==> src/rtl/lfh_pkg.sv <==
`timescale 1ns / 1ps
// Shared types, codes and constants for the HDLC link frame handler.
// No dependencies; the front end, back end, top and bench import this package.
package lfh_pkg;

   localparam int MAX_INFO_LEN = 4096;
   localparam int LEN_W        = 12;
   localparam int SEQ_W        = 3;
   localparam logic [SEQ_W-1:0] SEQ_MASK = 3'h7;
   localparam int QDEPTH       = 2;
   localparam int QPTR_W       = 1;
   localparam int CSR_IDX_W    = 2;
   localparam int CSR_DATA_W   = 8;

   localparam logic [CSR_IDX_W-1:0] CSR_OWN_ADDR     = 2'd0;
   localparam logic [CSR_IDX_W-1:0] CSR_PARTNER_ADDR = 2'd1;
   localparam logic [CSR_IDX_W-1:0] CSR_WINDOW_LIMIT = 2'd2;

   // U frame control codes with P/F masked off
   localparam logic [7:0] U_SABM  = 8'h2F;
   localparam logic [7:0] U_DISC  = 8'h43;
   localparam logic [7:0] U_UA    = 8'h63;
   localparam logic [7:0] U_DM    = 8'h0F;
   localparam logic [7:0] U_FRMR  = 8'h87;
   localparam logic [7:0] U_UI    = 8'h03;
   localparam logic [7:0] U_TEST  = 8'hE3;
   localparam logic [7:0] U_SNRM  = 8'h83;
   localparam logic [7:0] U_SABME = 8'h6F;
   localparam logic [7:0] U_SNRME = 8'hCF;
   localparam logic [7:0] U_SARME = 8'h4F;
   localparam logic [7:0] U_PF_MASK = 8'hEF;

   localparam logic [1:0] S_RR   = 2'd0;
   localparam logic [1:0] S_RNR  = 2'd1;
   localparam logic [1:0] S_REJ  = 2'd2;

   typedef enum logic [3:0] {
      ACT_UA       = 4'd0,
      ACT_DM       = 4'd1,
      ACT_RR       = 4'd2,
      ACT_RNR      = 4'd3,
      ACT_REJ      = 4'd4,
      ACT_FRMR     = 4'd5,
      ACT_RETX     = 4'd6,
      ACT_TEST     = 4'd7,
      ACT_DELIVER  = 4'd8,
      ACT_EVENT    = 4'd9,
      ACT_T1_START = 4'd10,
      ACT_T1_STOP  = 4'd11,
      ACT_T2_START = 4'd12,
      ACT_T2_STOP  = 4'd13,
      ACT_T3_START = 4'd14,
      ACT_T3_STOP  = 4'd15
   } action_type;

   localparam logic [3:0] EV_IN_CONNECT  = 4'd0;
   localparam logic [3:0] EV_ACCEPTED    = 4'd1;
   localparam logic [3:0] EV_PEER_REJECT = 4'd2;
   localparam logic [3:0] EV_PEER_DISC   = 4'd3;
   localparam logic [3:0] EV_DISC_DONE   = 4'd4;
   localparam logic [3:0] EV_PROTO_ERR   = 4'd5;
   localparam logic [3:0] EV_WINDOW_OPEN = 4'd6;
   localparam logic [3:0] EV_BUSY_ON     = 4'd7;
   localparam logic [3:0] EV_BUSY_OFF    = 4'd8;

   localparam logic [3:0] FRMR_W = 4'h8;
   localparam logic [3:0] FRMR_Z = 4'h1;

   typedef enum logic [2:0] {
      MODE_DISC          = 3'd0,
      MODE_CONNECTING    = 3'd1,
      MODE_DISCONNECTING = 3'd2,
      MODE_CONNECTED     = 3'd3,
      MODE_FRMR          = 3'd4
   } mode_type;

   typedef enum logic [3:0] {
      UC_SABM, UC_SABME, UC_MODE, UC_DISC, UC_UA, UC_DM,
      UC_FRMR, UC_UI, UC_TEST, UC_OTHER
   } ucls_type;

   // Decoded received word, as held in the queue
   typedef struct packed {
      logic             is_i;
      logic             is_s;
      logic             is_u;
      ucls_type         ucls;
      logic [1:0]       kind;
      logic             pf;
      logic [SEQ_W-1:0] ns;
      logic [SEQ_W-1:0] nr;
      logic             cmd;
      logic [7:0]       ctrl;
      logic [LEN_W-1:0] len;
      logic             lbusy;
      logic             t2run;
      logic             t3run;
   } frame_type;

   // Action slots in the order they are emitted
   localparam int OP_W = 5;
   localparam int N_OPS = 23;
   localparam logic [OP_W-1:0] OP_T3STOP   = 5'd0;
   localparam logic [OP_W-1:0] OP_T3RESTRT = 5'd1;
   localparam logic [OP_W-1:0] OP_T1PRE    = 5'd2;
   localparam logic [OP_W-1:0] OP_BUSYEV   = 5'd3;
   localparam logic [OP_W-1:0] OP_WINEV    = 5'd4;
   localparam logic [OP_W-1:0] OP_T1NR     = 5'd5;
   localparam logic [OP_W-1:0] OP_RST1     = 5'd6;
   localparam logic [OP_W-1:0] OP_RST2     = 5'd7;
   localparam logic [OP_W-1:0] OP_RST3     = 5'd8;
   localparam logic [OP_W-1:0] OP_UFRAME   = 5'd9;
   localparam logic [OP_W-1:0] OP_DELIV    = 5'd10;
   localparam logic [OP_W-1:0] OP_RETX1    = 5'd11;
   localparam logic [OP_W-1:0] OP_T1S1     = 5'd12;
   localparam logic [OP_W-1:0] OP_RESP     = 5'd13;
   localparam logic [OP_W-1:0] OP_T2OP     = 5'd14;
   localparam logic [OP_W-1:0] OP_RETX2    = 5'd15;
   localparam logic [OP_W-1:0] OP_T1S2     = 5'd16;
   localparam logic [OP_W-1:0] OP_STEV     = 5'd17;
   localparam logic [OP_W-1:0] OP_T3POST   = 5'd18;
   localparam logic [OP_W-1:0] OP_FRMR     = 5'd19;
   localparam logic [OP_W-1:0] OP_FRMR_T1  = 5'd20;
   localparam logic [OP_W-1:0] OP_FRMR_T2  = 5'd21;
   localparam logic [OP_W-1:0] OP_FRMR_EV  = 5'd22;

   typedef struct packed {
      action_type       uf_act;
      logic             uf_pf;
      action_type       dl_act;
      logic             dl_pf;
      logic [LEN_W-1:0] dl_len;
      action_type       rs_act;
      logic             rs_pf;
      action_type       t2_act;
      action_type       t1_act;
      logic [3:0]       busy_ev;
      logic [3:0]       st_ev;
      mode_type         st_mode;
      logic [3:0]       fr_flags;
      logic [7:0]       fr_ctrl;
      logic [SEQ_W-1:0] fr_ns;
      logic [SEQ_W-1:0] fr_nr;
      logic [SEQ_W-1:0] recv;
      logic [SEQ_W-1:0] retx_start;
      logic [SEQ_W-1:0] retx_end;
   } plan_type;

   typedef struct packed {
      action_type       action;
      logic             poll_final;
      logic [SEQ_W-1:0] send_seq;
      logic [SEQ_W-1:0] recv_seq;
      logic [7:0]       rejected_control;
      logic [3:0]       frmr_flags;
      logic [3:0]       event_code;
      mode_type         link_mode;
      logic [LEN_W-1:0] payload_length;
      logic             last_action;
   } result_type;

endpackage

==> src/rtl/lfh_ifs.sv <==
`timescale 1ns / 1ps
// Valid/ready channel interfaces for received headers and emitted actions.
// No dependencies.
interface lfh_req_if;
   logic        valid;
   logic        ready;
   logic [7:0]  frame_address;
   logic [7:0]  control_byte;
   logic [11:0] info_length;
   logic        local_busy_flag;
   logic        t2_running;
   logic        t3_running;
   modport source (output valid, frame_address, control_byte, info_length,
                   local_busy_flag, t2_running, t3_running, input ready);
   modport sink (input valid, frame_address, control_byte, info_length,
                 local_busy_flag, t2_running, t3_running, output ready);
endinterface

interface lfh_rsp_if;
   logic        valid;
   logic        ready;
   logic [3:0]  action;
   logic        poll_final;
   logic [2:0]  send_seq;
   logic [2:0]  recv_seq;
   logic [7:0]  rejected_control;
   logic [3:0]  frmr_flags;
   logic [3:0]  event_code;
   logic [2:0]  link_mode;
   logic [11:0] payload_length;
   logic        last_action;
   modport source (output valid, action, poll_final, send_seq, recv_seq,
                   rejected_control, frmr_flags, event_code, link_mode,
                   payload_length, last_action, input ready);
   modport sink (input valid, action, poll_final, send_seq, recv_seq,
                 rejected_control, frmr_flags, event_code, link_mode,
                 payload_length, last_action, output ready);
endinterface

==> src/rtl/lfh_front.sv <==
`timescale 1ns / 1ps
// Front end: decodes each received header word and queues it for the back end.
// Depends on lfh_pkg and lfh_req_if.
module lfh_front
   import lfh_pkg::*;
(
   input  logic         clock,
   input  logic         reset,
   input  logic [7:0]   own_address,
   lfh_req_if.sink      req_chan,
   output logic         q_valid,
   output frame_type    q_frame,
   input  logic         q_pop
);

   frame_type            dec;
   frame_type            q_mem_ff [QDEPTH];
   logic [QPTR_W-1:0]    wr_ptr_ff, wr_ptr_in, rd_ptr_ff, rd_ptr_in;
   logic [QPTR_W:0]      cnt_ff, cnt_in;
   logic                 push;
   logic [7:0]           u;

   always_comb begin
      u        = req_chan.control_byte & U_PF_MASK;
      dec.ctrl = req_chan.control_byte;
      dec.is_i = ~req_chan.control_byte[0];
      dec.is_s = (req_chan.control_byte[1:0] == 2'b01);
      dec.is_u = (req_chan.control_byte[1:0] == 2'b11);
      dec.kind = req_chan.control_byte[3:2];
      dec.pf   = req_chan.control_byte[4];
      dec.ns   = req_chan.control_byte[3:1];
      dec.nr   = req_chan.control_byte[7:5];
      dec.cmd  = (req_chan.frame_address == own_address);
      dec.len  = req_chan.info_length;
      dec.lbusy = req_chan.local_busy_flag;
      dec.t2run = req_chan.t2_running;
      dec.t3run = req_chan.t3_running;
      unique case (u)
         U_SABM:  dec.ucls = UC_SABM;
         U_SABME: dec.ucls = UC_SABME;
         U_SNRM, U_SNRME, U_SARME: dec.ucls = UC_MODE;
         U_DISC:  dec.ucls = UC_DISC;
         U_UA:    dec.ucls = UC_UA;
         U_DM:    dec.ucls = UC_DM;
         U_FRMR:  dec.ucls = UC_FRMR;
         U_UI:    dec.ucls = UC_UI;
         U_TEST:  dec.ucls = UC_TEST;
         default: dec.ucls = UC_OTHER;
      endcase
   end

   assign req_chan.ready = (cnt_ff != (QPTR_W+1)'(QDEPTH));
   assign push    = req_chan.valid & req_chan.ready;
   assign q_valid = (cnt_ff != '0);
   assign q_frame = q_mem_ff[rd_ptr_ff];

   always_comb begin
      wr_ptr_in = push ? wr_ptr_ff + 1'b1 : wr_ptr_ff;
      rd_ptr_in = q_pop ? rd_ptr_ff + 1'b1 : rd_ptr_ff;
      cnt_in    = cnt_ff + (QPTR_W+1)'(push) - (QPTR_W+1)'(q_pop);
   end

   always_ff @(posedge clock) begin
      if (reset) begin
         wr_ptr_ff <= '0;
         rd_ptr_ff <= '0;
         cnt_ff    <= '0;
      end else begin
         wr_ptr_ff <= wr_ptr_in;
         rd_ptr_ff <= rd_ptr_in;
         cnt_ff    <= cnt_in;
      end
   end

   always_ff @(posedge clock) begin
      if (push) begin
         q_mem_ff[wr_ptr_ff] <= dec;
      end
   end

endmodule

==> src/rtl/lfh_back.sv <==
`timescale 1ns / 1ps
// Back end: runs the link state machine on one queued word and emits its actions.
// Depends on lfh_pkg and lfh_rsp_if.
module lfh_back
   import lfh_pkg::*;
(
   input  logic         clock,
   input  logic         reset,
   input  logic [7:0]   own_address,
   input  logic [7:0]   partner_address,
   input  logic [2:0]   window_limit,
   input  logic         q_valid,
   input  frame_type    q_frame,
   output logic         q_pop,
   lfh_rsp_if.source    rsp_chan
);

   typedef enum logic [1:0] {
      BK_IDLE = 2'b01,
      BK_RUN  = 2'b10
   } bk_state_type;

   bk_state_type       st_ff, st_in;
   mode_type           link_ff, link_in;
   logic [SEQ_W-1:0]   send_ff, send_in, ack_ff, ack_in, recv_ff, recv_in;
   logic               rp_ff, rp_in, pb_ff, pb_in;
   logic [N_OPS-1:0]   mask_ff, mask_in, mask;
   plan_type           plan_ff, plan_in, p;
   logic [SEQ_W-1:0]   seq_ff, seq_in;
   result_type         rsp_ff, rsp_in, res;
   logic               rsp_valid_ff, rsp_valid_in;

   logic [SEQ_W-1:0]   n_send, n_ack, n_recv, dn, dv, ackn;
   logic               n_rp, n_pb, use_nr, nr_bad, rp_after;
   logic [OP_W-1:0]    op;
   logic               out_free, emit, op_done, is_last;
   logic [N_OPS-1:0]   mask_rest;
   frame_type          f;

   // ---------------- dispatch: plan the whole run from one word --------------
   always_comb begin
      f      = q_frame;
      mask   = '0;
      p      = '0;
      n_send = send_ff;
      n_ack  = ack_ff;
      n_recv = recv_ff;
      n_rp   = rp_ff;
      n_pb   = pb_ff;
      use_nr = 1'b0;
      dn     = (f.nr - ack_ff) & SEQ_MASK;
      dv     = (send_ff - ack_ff) & SEQ_MASK;
      nr_bad = (dn > dv);
      rp_after = (f.nr != ack_ff) ? 1'b0 : rp_ff;
      ackn   = ack_ff;
      p.dl_len = ({1'b0, f.len} > (LEN_W+1)'(MAX_INFO_LEN)) ? LEN_W'(MAX_INFO_LEN) : f.len;
      p.uf_act = ACT_UA;
      p.dl_act = ACT_DELIVER;
      p.rs_act = ACT_RR;
      p.t2_act = ACT_T2_STOP;
      p.t1_act = ACT_T1_START;
      p.st_mode = MODE_DISC;
      p.fr_ctrl = f.ctrl;
      p.fr_ns   = send_ff;
      p.fr_nr   = recv_ff;
      p.retx_end = send_ff;

      if (link_ff == MODE_CONNECTED && f.t3run) begin
         mask[OP_T3STOP]   = 1'b1;
         mask[OP_T3RESTRT] = 1'b1;
      end

      case (link_ff)
         MODE_DISC: begin
            if (f.is_u) begin
               case (f.ucls)
                  UC_SABM: begin
                     mask[OP_RST1] = 1'b1; mask[OP_RST2] = 1'b1; mask[OP_RST3] = 1'b1;
                     mask[OP_UFRAME] = 1'b1; p.uf_pf = f.pf;
                     mask[OP_STEV] = 1'b1; p.st_ev = EV_IN_CONNECT;
                     p.st_mode = MODE_CONNECTED;
                     mask[OP_T3POST] = 1'b1;
                  end
                  UC_DISC: begin
                     mask[OP_UFRAME] = 1'b1; p.uf_pf = f.pf;
                  end
                  UC_UI: mask[OP_DELIV] = 1'b1;
                  UC_SABME, UC_MODE: begin
                     mask[OP_UFRAME] = 1'b1; p.uf_act = ACT_DM; p.uf_pf = f.pf;
                  end
                  default: ;
               endcase
            end
         end
         MODE_CONNECTING: begin
            if (f.is_u) begin
               case (f.ucls)
                  UC_SABM: begin
                     // contention: the peer's SABM is taken unless the partner address is the higher one
                     if (!(partner_address > own_address)) begin
                        mask[OP_RST1] = 1'b1; mask[OP_RST2] = 1'b1;
                        mask[OP_RST3] = 1'b1;
                        mask[OP_UFRAME] = 1'b1; p.uf_pf = f.pf;
                        mask[OP_STEV] = 1'b1; p.st_ev = EV_IN_CONNECT;
                        p.st_mode = MODE_CONNECTED;
                        mask[OP_T3POST] = 1'b1;
                     end
                  end
                  UC_UA: begin
                     if (f.pf) begin
                        mask[OP_T1PRE] = 1'b1;
                        mask[OP_RST1] = 1'b1; mask[OP_RST2] = 1'b1;
                        mask[OP_RST3] = 1'b1;
                        mask[OP_STEV] = 1'b1; p.st_ev = EV_ACCEPTED;
                        p.st_mode = MODE_CONNECTED;
                        mask[OP_T3POST] = 1'b1;
                     end
                  end
                  UC_DM: begin
                     if (f.pf) begin
                        mask[OP_T1PRE] = 1'b1;
                        mask[OP_STEV] = 1'b1; p.st_ev = EV_PEER_REJECT;
                     end
                  end
                  UC_DISC: begin
                     mask[OP_UFRAME] = 1'b1; p.uf_act = ACT_DM; p.uf_pf = f.pf;
                  end
                  default: ;
               endcase
            end
         end
         MODE_DISCONNECTING: begin
            if (!f.is_u) begin
               if (f.pf) begin
                  mask[OP_UFRAME] = 1'b1; p.uf_act = ACT_DM; p.uf_pf = 1'b1;
               end
            end else begin
               case (f.ucls)
                  UC_SABM, UC_SABME: begin
                     mask[OP_UFRAME] = 1'b1; p.uf_act = ACT_DM; p.uf_pf = f.pf;
                  end
                  UC_DISC: begin
                     mask[OP_UFRAME] = 1'b1; p.uf_pf = f.pf;
                  end
                  UC_UA: begin
                     if (f.pf) begin
                        mask[OP_T1PRE] = 1'b1;
                        mask[OP_STEV] = 1'b1; p.st_ev = EV_DISC_DONE;
                     end
                  end
                  UC_DM: begin
                     if (f.pf) begin
                        mask[OP_T1PRE] = 1'b1;
                        mask[OP_STEV] = 1'b1; p.st_ev = EV_PEER_REJECT;
                     end
                  end
                  default: ;
               endcase
            end
         end
         MODE_CONNECTED: begin
            if (f.is_i) begin
               use_nr = 1'b1;
            end else if (f.is_s) begin
               case (f.kind)
                  S_RR: begin
                     if (pb_ff) begin
                        n_pb = 1'b0; mask[OP_BUSYEV] = 1'b1; p.busy_ev = EV_BUSY_OFF;
                     end
                     use_nr = 1'b1;
                  end
                  S_RNR: begin
                     if (!pb_ff) begin
                        n_pb = 1'b1; mask[OP_BUSYEV] = 1'b1; p.busy_ev = EV_BUSY_ON;
                     end
                     use_nr = 1'b1;
                  end
                  S_REJ: begin
                     n_pb = 1'b0;
                     use_nr = 1'b1;
                  end
                  default: ;
               endcase
            end

            if (use_nr && nr_bad) begin
               mask[OP_FRMR] = 1'b1; mask[OP_FRMR_T1] = 1'b1;
               mask[OP_FRMR_T2] = 1'b1; mask[OP_FRMR_EV] = 1'b1;
               p.fr_flags = FRMR_Z;
            end else if (f.is_u) begin
               case (f.ucls)
                  UC_SABM, UC_DISC, UC_DM, UC_FRMR: begin
                     mask[OP_RST1] = 1'b1; mask[OP_RST2] = 1'b1; mask[OP_RST3] = 1'b1;
                     n_send = '0; n_ack = '0; n_recv = '0; n_rp = 1'b0; n_pb = 1'b0;
                     if (f.ucls == UC_SABM || f.ucls == UC_DISC) begin
                        mask[OP_UFRAME] = 1'b1; p.uf_pf = f.pf;
                     end
                     if (f.ucls != UC_SABM) begin
                        mask[OP_STEV] = 1'b1;
                     end
                     if (f.ucls == UC_DISC) begin
                        p.st_ev = EV_PEER_DISC;
                     end else if (f.ucls == UC_DM) begin
                        p.st_ev = EV_PEER_REJECT;
                     end else begin
                        p.st_ev = EV_PROTO_ERR;
                        p.st_mode = MODE_FRMR;
                     end
                  end
                  UC_UI: mask[OP_DELIV] = 1'b1;
                  UC_TEST: begin
                     mask[OP_DELIV] = 1'b1;
                     if (f.cmd) begin
                        p.dl_act = ACT_TEST; p.dl_pf = f.pf;
                     end
                  end
                  UC_SABME, UC_MODE: begin
                     mask[OP_UFRAME] = 1'b1; p.uf_act = ACT_DM; p.uf_pf = f.pf;
                  end
                  default: begin
                     mask[OP_FRMR] = 1'b1; mask[OP_FRMR_T1] = 1'b1;
                     mask[OP_FRMR_T2] = 1'b1; mask[OP_FRMR_EV] = 1'b1;
                     p.fr_flags = FRMR_W;
                  end
               endcase
            end else begin
               if (use_nr) begin
                  ackn = f.nr;
                  if (f.nr != ack_ff) begin
                     n_ack = f.nr;
                     n_rp  = 1'b0;
                     if (dv >= window_limit) mask[OP_WINEV] = 1'b1;
                  end
                  mask[OP_T1NR] = 1'b1;
                  p.t1_act = (f.nr == send_ff) ? ACT_T1_STOP : ACT_T1_START;
               end
               if (f.is_i) begin
                  if (f.ns == recv_ff) begin
                     n_recv = recv_ff + 1'b1;
                     n_rp   = 1'b0;
                     mask[OP_DELIV] = 1'b1;
                     if (f.pf) begin
                        mask[OP_RESP] = 1'b1; p.rs_pf = 1'b1;
                        p.rs_act = f.lbusy ? ACT_RNR : ACT_RR;
                        mask[OP_T2OP] = 1'b1;
                     end else if (!f.t2run) begin
                        if (f.lbusy) begin
                           mask[OP_RESP] = 1'b1; p.rs_act = ACT_RNR;
                        end else begin
                           mask[OP_T2OP] = 1'b1; p.t2_act = ACT_T2_START;
                        end
                     end
                  end else if (rp_after) begin
                     if (f.pf) begin
                        mask[OP_RESP] = 1'b1; p.rs_pf = 1'b1;
                     end
                  end else begin
                     n_rp = 1'b1;
                     mask[OP_RESP] = 1'b1; p.rs_act = ACT_REJ; p.rs_pf = f.pf;
                     mask[OP_T2OP] = 1'b1;
                  end
               end else if (f.is_s) begin
                  if (f.kind == S_REJ && !rp_after && f.nr != send_ff) begin
                     n_rp = 1'b1;
                     mask[OP_RETX1] = 1'b1; mask[OP_T1S1] = 1'b1;
                  end
                  if (f.pf) begin
                     if (f.cmd) begin
                        mask[OP_RESP] = 1'b1; p.rs_pf = 1'b1;
                     end else if (ackn != send_ff) begin
                        mask[OP_RETX2] = 1'b1; mask[OP_T1S2] = 1'b1;
                     end
                  end
               end
            end
         end
         MODE_FRMR: begin
            if (f.is_u && f.ucls == UC_SABM) begin
               mask[OP_RST1] = 1'b1; mask[OP_RST2] = 1'b1; mask[OP_RST3] = 1'b1;
               mask[OP_UFRAME] = 1'b1; p.uf_pf = f.pf;
               mask[OP_STEV] = 1'b1; p.st_ev = EV_IN_CONNECT;
               p.st_mode = MODE_CONNECTED;
               mask[OP_T3POST] = 1'b1;
            end
         end
         default: mask = '0;
      endcase

      // a link reset outside the connected branch clears the variables too
      if (mask[OP_RST1]) begin
         n_send = '0; n_ack = '0; n_recv = '0; n_rp = 1'b0; n_pb = 1'b0;
      end
      p.recv       = n_recv;
      p.retx_start = ackn;
   end

   // emission of one action per cycle, while the output register is empty or being taken
   always_comb begin
      op = '0;
      for (int i = N_OPS - 1; i >= 0; i--) begin
         if (mask_ff[i]) op = OP_W'(i);
      end
   end

   assign out_free = ~rsp_valid_ff | rsp_chan.ready;
   assign emit     = (st_ff == BK_RUN) & out_free;
   assign op_done  = ((op != OP_RETX1) && (op != OP_RETX2)) ||
                     ((seq_ff + 1'b1) == plan_ff.retx_end);

   always_comb begin
      mask_rest     = mask_ff;
      mask_rest[op] = 1'b0;
      is_last       = op_done & (mask_rest == '0);
   end

   always_comb begin
      res = '0;
      res.link_mode   = link_ff;
      res.last_action = is_last;
      res.action      = ACT_T1_STOP;
      unique case (op)
         OP_T3STOP:   res.action = ACT_T3_STOP;
         OP_T3RESTRT: res.action = ACT_T3_START;
         OP_T1PRE:    res.action = ACT_T1_STOP;
         OP_BUSYEV: begin
            res.action = ACT_EVENT; res.event_code = plan_ff.busy_ev;
         end
         OP_WINEV: begin
            res.action = ACT_EVENT; res.event_code = EV_WINDOW_OPEN;
         end
         OP_T1NR:     res.action = plan_ff.t1_act;
         OP_RST1:     res.action = ACT_T1_STOP;
         OP_RST2:     res.action = ACT_T2_STOP;
         OP_RST3:     res.action = ACT_T3_STOP;
         OP_UFRAME: begin
            res.action = plan_ff.uf_act; res.poll_final = plan_ff.uf_pf;
         end
         OP_DELIV: begin
            res.action = plan_ff.dl_act; res.poll_final = plan_ff.dl_pf;
            res.payload_length = plan_ff.dl_len;
         end
         OP_RETX1, OP_RETX2: begin
            res.action = ACT_RETX; res.send_seq = seq_ff; res.recv_seq = plan_ff.recv;
         end
         OP_T1S1, OP_T1S2, OP_T3POST: begin
            res.action = (op == OP_T3POST) ? ACT_T3_START : ACT_T1_START;
         end
         OP_RESP: begin
            res.action = plan_ff.rs_act; res.poll_final = plan_ff.rs_pf;
            res.recv_seq = plan_ff.recv;
         end
         OP_T2OP:     res.action = plan_ff.t2_act;
         OP_STEV: begin
            res.action = ACT_EVENT; res.event_code = plan_ff.st_ev;
            res.link_mode = plan_ff.st_mode;
         end
         OP_FRMR: begin
            res.action = ACT_FRMR; res.send_seq = plan_ff.fr_ns;
            res.recv_seq = plan_ff.fr_nr; res.rejected_control = plan_ff.fr_ctrl;
            res.frmr_flags = plan_ff.fr_flags;
         end
         OP_FRMR_T1:  res.action = ACT_T1_STOP;
         OP_FRMR_T2:  res.action = ACT_T2_STOP;
         OP_FRMR_EV: begin
            res.action = ACT_EVENT; res.event_code = EV_PROTO_ERR;
            res.link_mode = MODE_FRMR;
         end
         default:     res.action = ACT_T1_STOP;
      endcase
   end

   // ---------------- sequencing and state update ------------------------------
   assign q_pop = (st_ff == BK_IDLE) & q_valid;

   always_comb begin
      st_in   = st_ff;
      link_in = link_ff;
      send_in = send_ff;
      ack_in  = ack_ff;
      recv_in = recv_ff;
      rp_in   = rp_ff;
      pb_in   = pb_ff;
      mask_in = mask_ff;
      plan_in = plan_ff;
      seq_in  = seq_ff;
      rsp_in  = rsp_ff;
      rsp_valid_in = rsp_valid_ff & ~rsp_chan.ready;
      unique case (st_ff)
         BK_IDLE: begin
            if (q_pop) begin
               send_in = n_send;
               ack_in  = n_ack;
               recv_in = n_recv;
               rp_in   = n_rp;
               pb_in   = n_pb;
               mask_in = mask;
               plan_in = p;
               seq_in  = p.retx_start;
               if (mask != '0) st_in = BK_RUN;
            end
         end
         BK_RUN: begin
            if (emit) begin
               rsp_in       = res;
               rsp_valid_in = 1'b1;
               link_in      = res.link_mode;
               if (op_done) begin
                  mask_in = mask_rest;
                  seq_in  = plan_ff.retx_start;
               end else begin
                  seq_in  = seq_ff + 1'b1;
               end
               if (is_last) st_in = BK_IDLE;
            end
         end
         default: st_in = BK_IDLE;
      endcase
   end

   always_ff @(posedge clock) begin
      if (reset) begin
         st_ff        <= BK_IDLE;
         link_ff      <= MODE_DISC;
         send_ff      <= '0;
         ack_ff       <= '0;
         recv_ff      <= '0;
         rp_ff        <= 1'b0;
         pb_ff        <= 1'b0;
         mask_ff      <= '0;
         rsp_valid_ff <= 1'b0;
      end else begin
         st_ff        <= st_in;
         link_ff      <= link_in;
         send_ff      <= send_in;
         ack_ff       <= ack_in;
         recv_ff      <= recv_in;
         rp_ff        <= rp_in;
         pb_ff        <= pb_in;
         mask_ff      <= mask_in;
         rsp_valid_ff <= rsp_valid_in;
      end
   end

   always_ff @(posedge clock) begin
      plan_ff <= plan_in;
      seq_ff  <= seq_in;
      rsp_ff  <= rsp_in;
   end

   assign rsp_chan.valid            = rsp_valid_ff;
   assign rsp_chan.action           = rsp_ff.action;
   assign rsp_chan.poll_final       = rsp_ff.poll_final;
   assign rsp_chan.send_seq         = rsp_ff.send_seq;
   assign rsp_chan.recv_seq         = rsp_ff.recv_seq;
   assign rsp_chan.rejected_control = rsp_ff.rejected_control;
   assign rsp_chan.frmr_flags       = rsp_ff.frmr_flags;
   assign rsp_chan.event_code       = rsp_ff.event_code;
   assign rsp_chan.link_mode        = rsp_ff.link_mode;
   assign rsp_chan.payload_length   = rsp_ff.payload_length;
   assign rsp_chan.last_action      = rsp_ff.last_action;

endmodule

==> src/rtl/hdlc_abm_link_frame_handler.sv <==
`timescale 1ns / 1ps
// HDLC balanced-mode link frame handler, modulo 8: front decoder/queue,
// back-end link state machine, configuration registers.
// Depends on lfh_pkg, lfh_ifs, lfh_front and lfh_back.
//
// req_chan takes one CRC-checked frame header word per received frame;
// rsp_chan returns the run of actions that word causes, one word each,
// with last_action set on the final one (a word may cause no action).
// csr_we/csr_index/csr_wdata write own_address (0), partner_address (1)
// and window_limit (2); write only while the block is idle.
//
// A queued header is planned as the back end pops it and the plan is
// registered; its actions then leave one per cycle through the output
// register while rsp_chan takes them (up to about 20 for a go-back-N burst).
// The back-end sequencer, which walks the planned action slots one per
// cycle, sets that rate. A two-word queue in front keeps taking headers
// while the back end works.
// Reset puts the link in disconnected mode with all sequence variables
// clear and the registers at 1, 3 and 7. When rsp_chan stalls, the
// output word holds and the sequencer waits; the queue then fills and
// req_chan.ready drops.
module hdlc_abm_link_frame_handler
   import lfh_pkg::*;
(
   input  logic                  clock,
   input  logic                  reset,
   input  logic                  csr_we,
   input  logic [CSR_IDX_W-1:0]  csr_index,
   input  logic [CSR_DATA_W-1:0] csr_wdata,
   lfh_req_if.sink               req_chan,
   lfh_rsp_if.source             rsp_chan
);

   logic [7:0]  own_ff, own_in, partner_ff, partner_in;
   logic [2:0]  window_ff, window_in;
   logic        q_valid, q_pop;
   frame_type   q_frame;

   always_comb begin
      own_in     = own_ff;
      partner_in = partner_ff;
      window_in  = window_ff;
      if (csr_we) begin
         unique case (csr_index)
            CSR_OWN_ADDR:     own_in     = csr_wdata;
            CSR_PARTNER_ADDR: partner_in = csr_wdata;
            CSR_WINDOW_LIMIT: window_in  = csr_wdata[2:0];
            default: ;
         endcase
      end
   end

   always_ff @(posedge clock) begin
      if (reset) begin
         own_ff     <= 8'd1;
         partner_ff <= 8'd3;
         window_ff  <= 3'd7;
      end else begin
         own_ff     <= own_in;
         partner_ff <= partner_in;
         window_ff  <= window_in;
      end
   end

   lfh_front u_front (
      .clock       (clock),
      .reset       (reset),
      .own_address (own_ff),
      .req_chan    (req_chan),
      .q_valid     (q_valid),
      .q_frame     (q_frame),
      .q_pop       (q_pop)
   );

   lfh_back u_back (
      .clock           (clock),
      .reset           (reset),
      .own_address     (own_ff),
      .partner_address (partner_ff),
      .window_limit    (window_ff),
      .q_valid         (q_valid),
      .q_frame         (q_frame),
      .q_pop           (q_pop),
      .rsp_chan        (rsp_chan)
   );

endmodule

==> src/flat_wrapper.sv <==
// flat-port wrapper written by rule: the top's interface ports become plain ports
module hdlc_abm_link_frame_handler_flat import lfh_pkg::*;
  (clock, reset, csr_we, csr_index, csr_wdata, req_chan_valid, req_chan_frame_address, req_chan_control_byte, req_chan_info_length, req_chan_local_busy_flag, req_chan_t2_running, req_chan_t3_running, req_chan_ready, rsp_chan_valid, rsp_chan_action, rsp_chan_poll_final, rsp_chan_send_seq, rsp_chan_recv_seq, rsp_chan_rejected_control, rsp_chan_frmr_flags, rsp_chan_event_code, rsp_chan_link_mode, rsp_chan_payload_length, rsp_chan_last_action, rsp_chan_ready);
  lfh_req_if req_chan_i ();
  lfh_rsp_if rsp_chan_i ();
  input  logic clock;
  input  logic reset;
  input  logic csr_we;
  input  logic [CSR_IDX_W-1:0] csr_index;
  input  logic [CSR_DATA_W-1:0] csr_wdata;
  input wire logic [$bits(req_chan_i.valid)-1:0] req_chan_valid;
  input wire logic [$bits(req_chan_i.frame_address)-1:0] req_chan_frame_address;
  input wire logic [$bits(req_chan_i.control_byte)-1:0] req_chan_control_byte;
  input wire logic [$bits(req_chan_i.info_length)-1:0] req_chan_info_length;
  input wire logic [$bits(req_chan_i.local_busy_flag)-1:0] req_chan_local_busy_flag;
  input wire logic [$bits(req_chan_i.t2_running)-1:0] req_chan_t2_running;
  input wire logic [$bits(req_chan_i.t3_running)-1:0] req_chan_t3_running;
  output wire logic [$bits(req_chan_i.ready)-1:0] req_chan_ready;
  output wire logic [$bits(rsp_chan_i.valid)-1:0] rsp_chan_valid;
  output wire logic [$bits(rsp_chan_i.action)-1:0] rsp_chan_action;
  output wire logic [$bits(rsp_chan_i.poll_final)-1:0] rsp_chan_poll_final;
  output wire logic [$bits(rsp_chan_i.send_seq)-1:0] rsp_chan_send_seq;
  output wire logic [$bits(rsp_chan_i.recv_seq)-1:0] rsp_chan_recv_seq;
  output wire logic [$bits(rsp_chan_i.rejected_control)-1:0] rsp_chan_rejected_control;
  output wire logic [$bits(rsp_chan_i.frmr_flags)-1:0] rsp_chan_frmr_flags;
  output wire logic [$bits(rsp_chan_i.event_code)-1:0] rsp_chan_event_code;
  output wire logic [$bits(rsp_chan_i.link_mode)-1:0] rsp_chan_link_mode;
  output wire logic [$bits(rsp_chan_i.payload_length)-1:0] rsp_chan_payload_length;
  output wire logic [$bits(rsp_chan_i.last_action)-1:0] rsp_chan_last_action;
  input wire logic [$bits(rsp_chan_i.ready)-1:0] rsp_chan_ready;
  assign req_chan_i.valid = req_chan_valid;
  assign req_chan_i.frame_address = req_chan_frame_address;
  assign req_chan_i.control_byte = req_chan_control_byte;
  assign req_chan_i.info_length = req_chan_info_length;
  assign req_chan_i.local_busy_flag = req_chan_local_busy_flag;
  assign req_chan_i.t2_running = req_chan_t2_running;
  assign req_chan_i.t3_running = req_chan_t3_running;
  assign req_chan_ready = req_chan_i.ready;
  assign rsp_chan_valid = rsp_chan_i.valid;
  assign rsp_chan_action = rsp_chan_i.action;
  assign rsp_chan_poll_final = rsp_chan_i.poll_final;
  assign rsp_chan_send_seq = rsp_chan_i.send_seq;
  assign rsp_chan_recv_seq = rsp_chan_i.recv_seq;
  assign rsp_chan_rejected_control = rsp_chan_i.rejected_control;
  assign rsp_chan_frmr_flags = rsp_chan_i.frmr_flags;
  assign rsp_chan_event_code = rsp_chan_i.event_code;
  assign rsp_chan_link_mode = rsp_chan_i.link_mode;
  assign rsp_chan_payload_length = rsp_chan_i.payload_length;
  assign rsp_chan_last_action = rsp_chan_i.last_action;
  assign rsp_chan_i.ready = rsp_chan_ready;
  hdlc_abm_link_frame_handler u_core (.clock(clock), .reset(reset), .csr_we(csr_we), .csr_index(csr_index), .csr_wdata(csr_wdata), .req_chan(req_chan_i), .rsp_chan(rsp_chan_i));
endmodule
==> config.mk <==
export PLATFORM = sky130hd
export DESIGN_NAME = hdlc_abm_link_frame_handler_flat
export DESIGN_NICKNAME = d
export VERILOG_FILES = /design/src/rtl/lfh_pkg.sv /design/src/rtl/lfh_ifs.sv /design/src/rtl/lfh_front.sv /design/src/rtl/lfh_back.sv /design/src/rtl/hdlc_abm_link_frame_handler.sv /design/src/flat_wrapper.sv
export SDC_FILE = /design/constraint.sdc
export NUM_CORES = 1
export LEC_CHECK = 0
export ABC_CLOCK_PERIOD_IN_PS = 3840
export BUFFER_PORTS_ARGS = -buffer_cell sky130_fd_sc_hd__buf_2
export CORE_MARGIN = 10
export CORE_UTILIZATION = 35
export CTS_CLUSTER_SIZE = 16
export DETAILED_ROUTE_END_ITERATION = 6
export SLEW_MARGIN = 30
export SYNTH_ARGS = -nofsm -noshare
export SYNTH_HDL_FRONTEND = slang
export SYNTH_HIERARCHICAL = 1
export SYNTH_SLANG_ARGS = --single-unit
==> constraint.sdc <==
create_clock -name clock -period 3.84 [get_ports clock]
set_input_delay 0.384 -clock clock [delete_from_list [all_inputs] [get_ports clock]]
set_output_delay 0.384 -clock clock [all_outputs]
set_load 0.02 [all_outputs]
==> run metrics, run 1 <==
status=completed; Routed Antenna Nets=0; Final min period=3.52 ns; Area Overhead vs Synth=17.1%; Placed Area=11700 µm²; commonest non-fill, non-tap cell in the layout=edfxtp_1; Total GRT Usage=15.1%; RSZ-0062 raised after global routing=false; area share of the largest cell type after synthesis=43.5%; Critical Path Start Type=flop; EDFF count, synth=155; crit path max-delay cell type=fa_1; H-tree depth=1; WL final=29700 µm; clk sinks=216; worst IR drop on VDD=296 µV; final net count=1169; CTS clock-pin slew for the worst setup and hold paths=0.06 ns; Finish-stage setup viols=0; Yosys warnings=6; cts bufs inserted=25; worst-skew pair later-pin latency=0.52 ns; Post-Syn Area=10700 µm²; Post-Route Setup TNS=0 ns; initial antenna violation count=0; Worst Setup End Kind=flop; Crit Path Class=flop to flop; initial core utilization=35.8%; vias in the first global route=7895; Die H=195 µm; Post-CTS Setup Bufs=0; DRC viols=0; CP required=4.26 ns; first-pass GRT wire length=46500 µm; Antenna Cells=0; synth top area cells=edfxtp_1, dfxtp_1, mux2_2; design area=12500 µm²; Final WS setup=0.321 ns; crit-path max cell delay=0.37 ns; Achievable Freq=284 MHz; PortBufs=88; Tcrit/Tclk final=91.7%; met3 global-route usage=2.84%; Chip Width=195 µm; CTS max path bufs=3; register area share after synthesis=54.9%; max-slew violation count=0; r2r setup slk=0.32 ns; Die ar.=38000 µm²; Async SR Flop Fraction=0%; Power Density=554 nW/µm²; Synth area leader=edfxtp_1; most used routing layer=met2; endpoints failing hold=0; WP data arrival=3.94 ns; Relative slew margins=46.4%; vias per cell=5.32; most frequent cells in the layout=edfxtp_1, nor2_1, buf_2, nand2_1, dfxtp_1; share of layout cells above drive strength 1=20.8%; Root Buffer=clkbuf_16; Core Area=29900 µm²; CP Buf/Inv Count=2; Lkg Pwr=4.56 nW; DR vias=8021; unique cell type count in the Yosys netlist=86; Cells after Synth=987; Final HPWL DP=21700 µm; row cnt=63; gpl congestion=0.946; met1 Use GR=20.4%; top_reg_cell synth=edfxtp_1; cells along the critical path=mux2_2 > inv_1 > ha_1 > inv_1 > fa_1 > xor2_1 > ha_1 > nand2_1 > o22ai_1 > a21o_1 > and4_1 > nor4_2 > a41oi_1 > or2_2 > o21a_1; filler instances=2851; number of synthesized register bits=216; max cap viols=0; CTS tree=done; Fin Clk Skew=0.0263 ns; worst hold path class=input pin to flop; pre-CTS WS=0.197 ns; DR pass1 iterations=5; GRT overflow=0; 1st-iter DRT viols=692; worst slew pin tran=0.799 ns; I/O pin count=91; Mapped Avg Cell Area=10.8 µm²; crit path max fanout=4; met2 Usage GRT=24.3%; largest net degree at the start of global routing=56; crit-path leading delay family=simple AND/OR/NAND/NOR gates; Routed WL per cell=19.7 µm
## final timing paths
path	cells past startpoint	to	start
worst max register to register	15	u_core/u_back/st_ff[1]	flop
worst max-delay path	15	u_core/u_back/st_ff[1]	flop
worst min register to register	2	u_core/partner_ff[5]	u_core/partner_ff[5]
worst min-delay path	1	u_core/u_front/q_mem_ff[1][14]	req_chan_info_length[11]
## where the power goes
group	switching, mW	leakage (nW)	total [mW]	internal [mW]
registers	0.103	1.88	3.04	2.94
clock network	0.941	0.363	2.28	1.34
logic	1.08	2.31	1.62	0.541
total	2.12	4.56	6.94	4.82
## area by class of cell
| cell class | instances | area, µm² | share of cell area, % |
|---|---|---|---|
| Clock inverter | 14 | 139 | 1.11 |
| Sequential cell | 216 | 5880 | 46.9 |
| Inverter | 42 | 158 | 1.26 |
| Timing Repair Buffer | 134 | 788 | 6.29 |
| Clock buffer | 32 | 652 | 5.20 |
| Tap cell | 390 | 488 | 3.89 |
| Multi-Input combinational cell | 681 | 4430 | 35.3 |
## metrics by stage
stage                     instances  total power, mW  hold WS [ns]  utilization [%]
after floorplan                 988             4.18         0.452                -
after global placement         1463             4.69         0.466             39.2
after detailed placement       1463             4.70         0.471             39.3
after CTS                      1509             7.00        0.0290             41.9
after global routing           1509             7.28        0.0286             41.9
final                          1509             6.94        0.0483             41.9
## logic make-up after synthesis
group	Yosys count	synth area share [%]
simple gates	363	17.5
flops	216	54.9
compound gates	211	13.1
buf+inv	91	3.89
mux	59	5.91
fa+ha+maj	24	2.85
xor+xnor	22	1.80
other cells	1	0.0351
## per-layer routing
| metal | vias to the layer above | wire length [µm] |
|---|---|---|
| li1 | 3853 | - |
| met1 | 3849 | 13300 |
| met2 | 278 | 13800 |
| met3 | 41 | 2050 |
| met4 | 0 | 600 |
| met5 | - | 0 |
## sequential cells by signal, summed over array words and instances (netlist names), 4 cells and up, named ones only
| name | cells |
|---|---|
| u_core/own_ff | 8 |
| u_core/partner_ff | 8 |
| u_core/u_back/mask_ff | 23 |
| u_core/u_back/plan_ff | 49 |
| u_core/u_back/rsp_chan.action | 4 |
| u_core/u_back/rsp_chan.event_code | 4 |
| u_core/u_back/rsp_chan.payload_length | 12 |
| u_core/u_back/rsp_chan.rejected_control | 8 |
| u_core/u_front/q_mem_ff | 62 |
## cells in the mapped netlist, drive strengths merged (6+ instances only)
cell type and n:
edfxtp 155, nor2 99, nand2 69, dfxtp 61, a21oi 56, o21ai 54
inv 40, nand2b 40, mux2 33, and2 31, clkbuf 26, mux2i 26
buf 23, ha 22, nand3 20, nor3 20, xnor2 15, nor4 14
nor2b 13, nand4 11, a21o 10, or2 10, a22oi 7, o31ai 7
or4 7, xor2 7, a31oi 6, or3 6
## what timing repair did
action                     CTS  global route
hold endpoints to repair     0             0
resized for setup            0             4
hold buffers                 0             0
setup endpoints to repair    0             8
Power figures use the tool's default switching activity.
==> inputs of run 2 (changes only) <==
--- a/config.mk
+++ b/config.mk
@@ -16,3 +16,2 @@
 export SYNTH_HDL_FRONTEND = slang
-export SYNTH_HIERARCHICAL = 1
 export SYNTH_SLANG_ARGS = --single-unit
--- a/constraint.sdc
+++ b/constraint.sdc
@@ -3,2 +3,2 @@
 set_output_delay 0.384 -clock clock [all_outputs]
-set_load 0.02 [all_outputs]
+set_load 0.1 [all_outputs]
==> run metrics, run 2 <==
status=completed; gpl congestion=0.920; CTS tree=done; Routed WL per cell=19.0 µm; Die ar.=37500 µm²; synth cell count leaders=edfxtp_1, nor2_1, nand2_1; Cells after Synth=966; 1st-iter DRT viols=639; Total GRT Usage=14.4%; design area=12400 µm²; CP required=4.22 ns; first-pass GRT wire length=44400 µm; commonest non-fill, non-tap cell in the layout=edfxtp_1; Final min period=3.65 ns; clock share of power=32.0%; Crit Path Class=flop to flop; vias in the first global route=7746; DR vias=7859; Int Pwr=4.75 mW; number of synthesized register bits=216; Async SR Flop Fraction=0%; Placed Area=11600 µm²; endpoints failing hold=0; R2R depth=14; PnR Total Power=6.78 mW; worst hold path class=input pin to flop; EDFF count, synth=155; Worst Setup End Kind=flop; Final WS setup=0.185 ns; pre-CTS WS=0.0376 ns; share of layout cells above drive strength 1=20.6%; WP data arrival=4.03 ns; Final HPWL DP=21100 µm; most frequent cells in the layout=edfxtp_1, nor2_1, buf_2, nand2_1, a21oi_1; final core occ=41.9%; clk sinks=216; Lkg Pwr=4.62 nW; RSZ-0062 raised after global routing=false; Hold Buf Count CTS=0; Net Sw Frac=29.9%; Die H=194 µm; H-tree depth=1; GRT overflow=0; max cap viols=0; Fin Clk Skew=0.0115 ns; most common cell in the netlist=edfxtp_1; hold path start=req_chan_info_length[5]; final net count=1152; combinational fraction of design power=22.7%; I/O pin count=91; initial core utilization=35.6%; cts bufs inserted=24; register area share after synthesis=55.7%; Tcrit/Tclk final=95.2%; worst IR drop on VDD=236 µV; max reg flops=62; Root Buffer=clkbuf_16; Power Density=546 nW/µm²; Synth area leader=edfxtp_1; Finish-stage setup viols=0; Core Area=29600 µm²; CTS max path bufs=3; Yosys warnings=0; Flop pwr share=45.3%; unique cell type count in the Yosys netlist=82; Chip Width=194 µm; top_reg_cell synth=edfxtp_1; PortBufs=88; DRC viols=0; Min-Delay Path Depth=1; worst-skew pair later-pin latency=0.52 ns; Post-Route Setup TNS=0 ns; initial antenna violation count=0; worst slew pin tran=0.951 ns; crit path max fanout=6; Critical Path Start Type=flop; Routed Antenna Nets=0; area share of the largest cell type after synthesis=44.2%; row cnt=63; Largest regs=u_core.u_front.q_mem_ff: 62 flops, u_core.u_back.plan_ff: 49 flops, u_core.u_back.mask_ff: 23 flops; net switching power=2.03 mW; max-slew violation count=0; Area Overhead vs Synth=17.8%; largest net degree at the start of global routing=47; synth top area cells=edfxtp_1, dfxtp_1, a21oi_1; vias per cell=5.27; Mapped Avg Cell Area=10.9 µm²; CTS clock-pin slew for the worst setup and hold paths=0.06 ns; Antenna Cells=0; WL final=28300 µm; DR pass1 iterations=5; Post-Syn Area=10500 µm²; Achievable Freq=274 MHz; Top reg by flops=u_core.u_front.q_mem_ff; Relative slew margins=36.2%
==> run 2: cell families after synthesis <==
kind of cell               after synthesis  synth area share [%]
xor gates and xnor gates                24                  1.99
buffers and inverters                   88                  3.64
AOI/OAI and AO/OA                      230                  14.5
and+or+nand+nor                        336                  16.5
DFF                                    216                  55.7
muxes                                   47                  4.69
adders and majority gates               24                  2.90
other                                    1                0.0356
==> run 2: power groups by stage <==
stage / clock, mW / combinational, mW / sequential, mW
floorplan: 0 / 1.03 / 3.09
global placement: 0 / 1.50 / 3.11
detailed placement: 0 / 1.50 / 3.12
CTS: 2.23 / 1.51 / 3.07
global route: 2.32 / 1.70 / 3.10
finish: 2.17 / 1.54 / 3.07
==> run 2: area by class of cell <==
| class | instances | area [µm²] |
|---|---|---|
| Clock inverter | 9 | 81.3 |
| Timing Repair Buffer | 133 | 778 |
| Inverter | 45 | 169 |
| Tap cell | 390 | 488 |
| Fill cell | 2892 | 17200 |
| Sequential cell | 216 | 5880 |
| Clock buffer | 35 | 662 |
| Multi-Input combinational cell | 663 | 4360 |
==> run 2: timing repair <==
item                                    CTS  global route
endpoints found under the setup margin    0             4
resized for setup                         0             6
setup buffers                             0             5
==> run 2: final timing paths <==
check	slack, ns	endpoint
setup / recovery	0.19	u_core.u_back.st_ff[1]
hold / removal	0.06	u_core.u_front.q_mem_ff[0][8]
setup reg to reg	0.19	u_core.u_back.st_ff[1]
hold reg to reg	0.49	u_core.u_back.ack_ff[1]
==> run 2: per-stage QoR <==
step           cells  hold WS, ns
2_1_floorplan    967        0.445
4_1_cts         1486       0.0356
5_1_grt         1491       0.0355
3_5_place_dp    1442        0.483
6_report        1491       0.0554
3_3_place_gp    1442        0.458
==> run 2: per-layer routing <==
layer | vias to the layer above | track usage [%] | wire (µm) | share of wire (%)
met4 | 0 | 5.06 | 833 | 2.9
met3 | 54 | 2.13 | 1360 | 4.8
met1 | 3755 | 18.7 | 12600 | 45
li1 | 3816 | - | - | -
met2 | 234 | 23.8 | 13400 | 48
met5 | - | 0 | 0 | 0
==> run 2: worst max-delay path, cell delays in order (launching register included) <==
cell and delay, ns:
dfxtp_4 0.39, mux2i_4 0.26, ha_2 0.19, inv_1 0.05, fa_2 0.51, ha_1 0.24, and2_1 0.17, a221o_1 0.36
buf_4 0.16, o211ai_1 0.15, a21oi_1 0.09, a311o_1 0.35, a21o_1 0.19, o31ai_2 0.26, o221ai_1 0.14
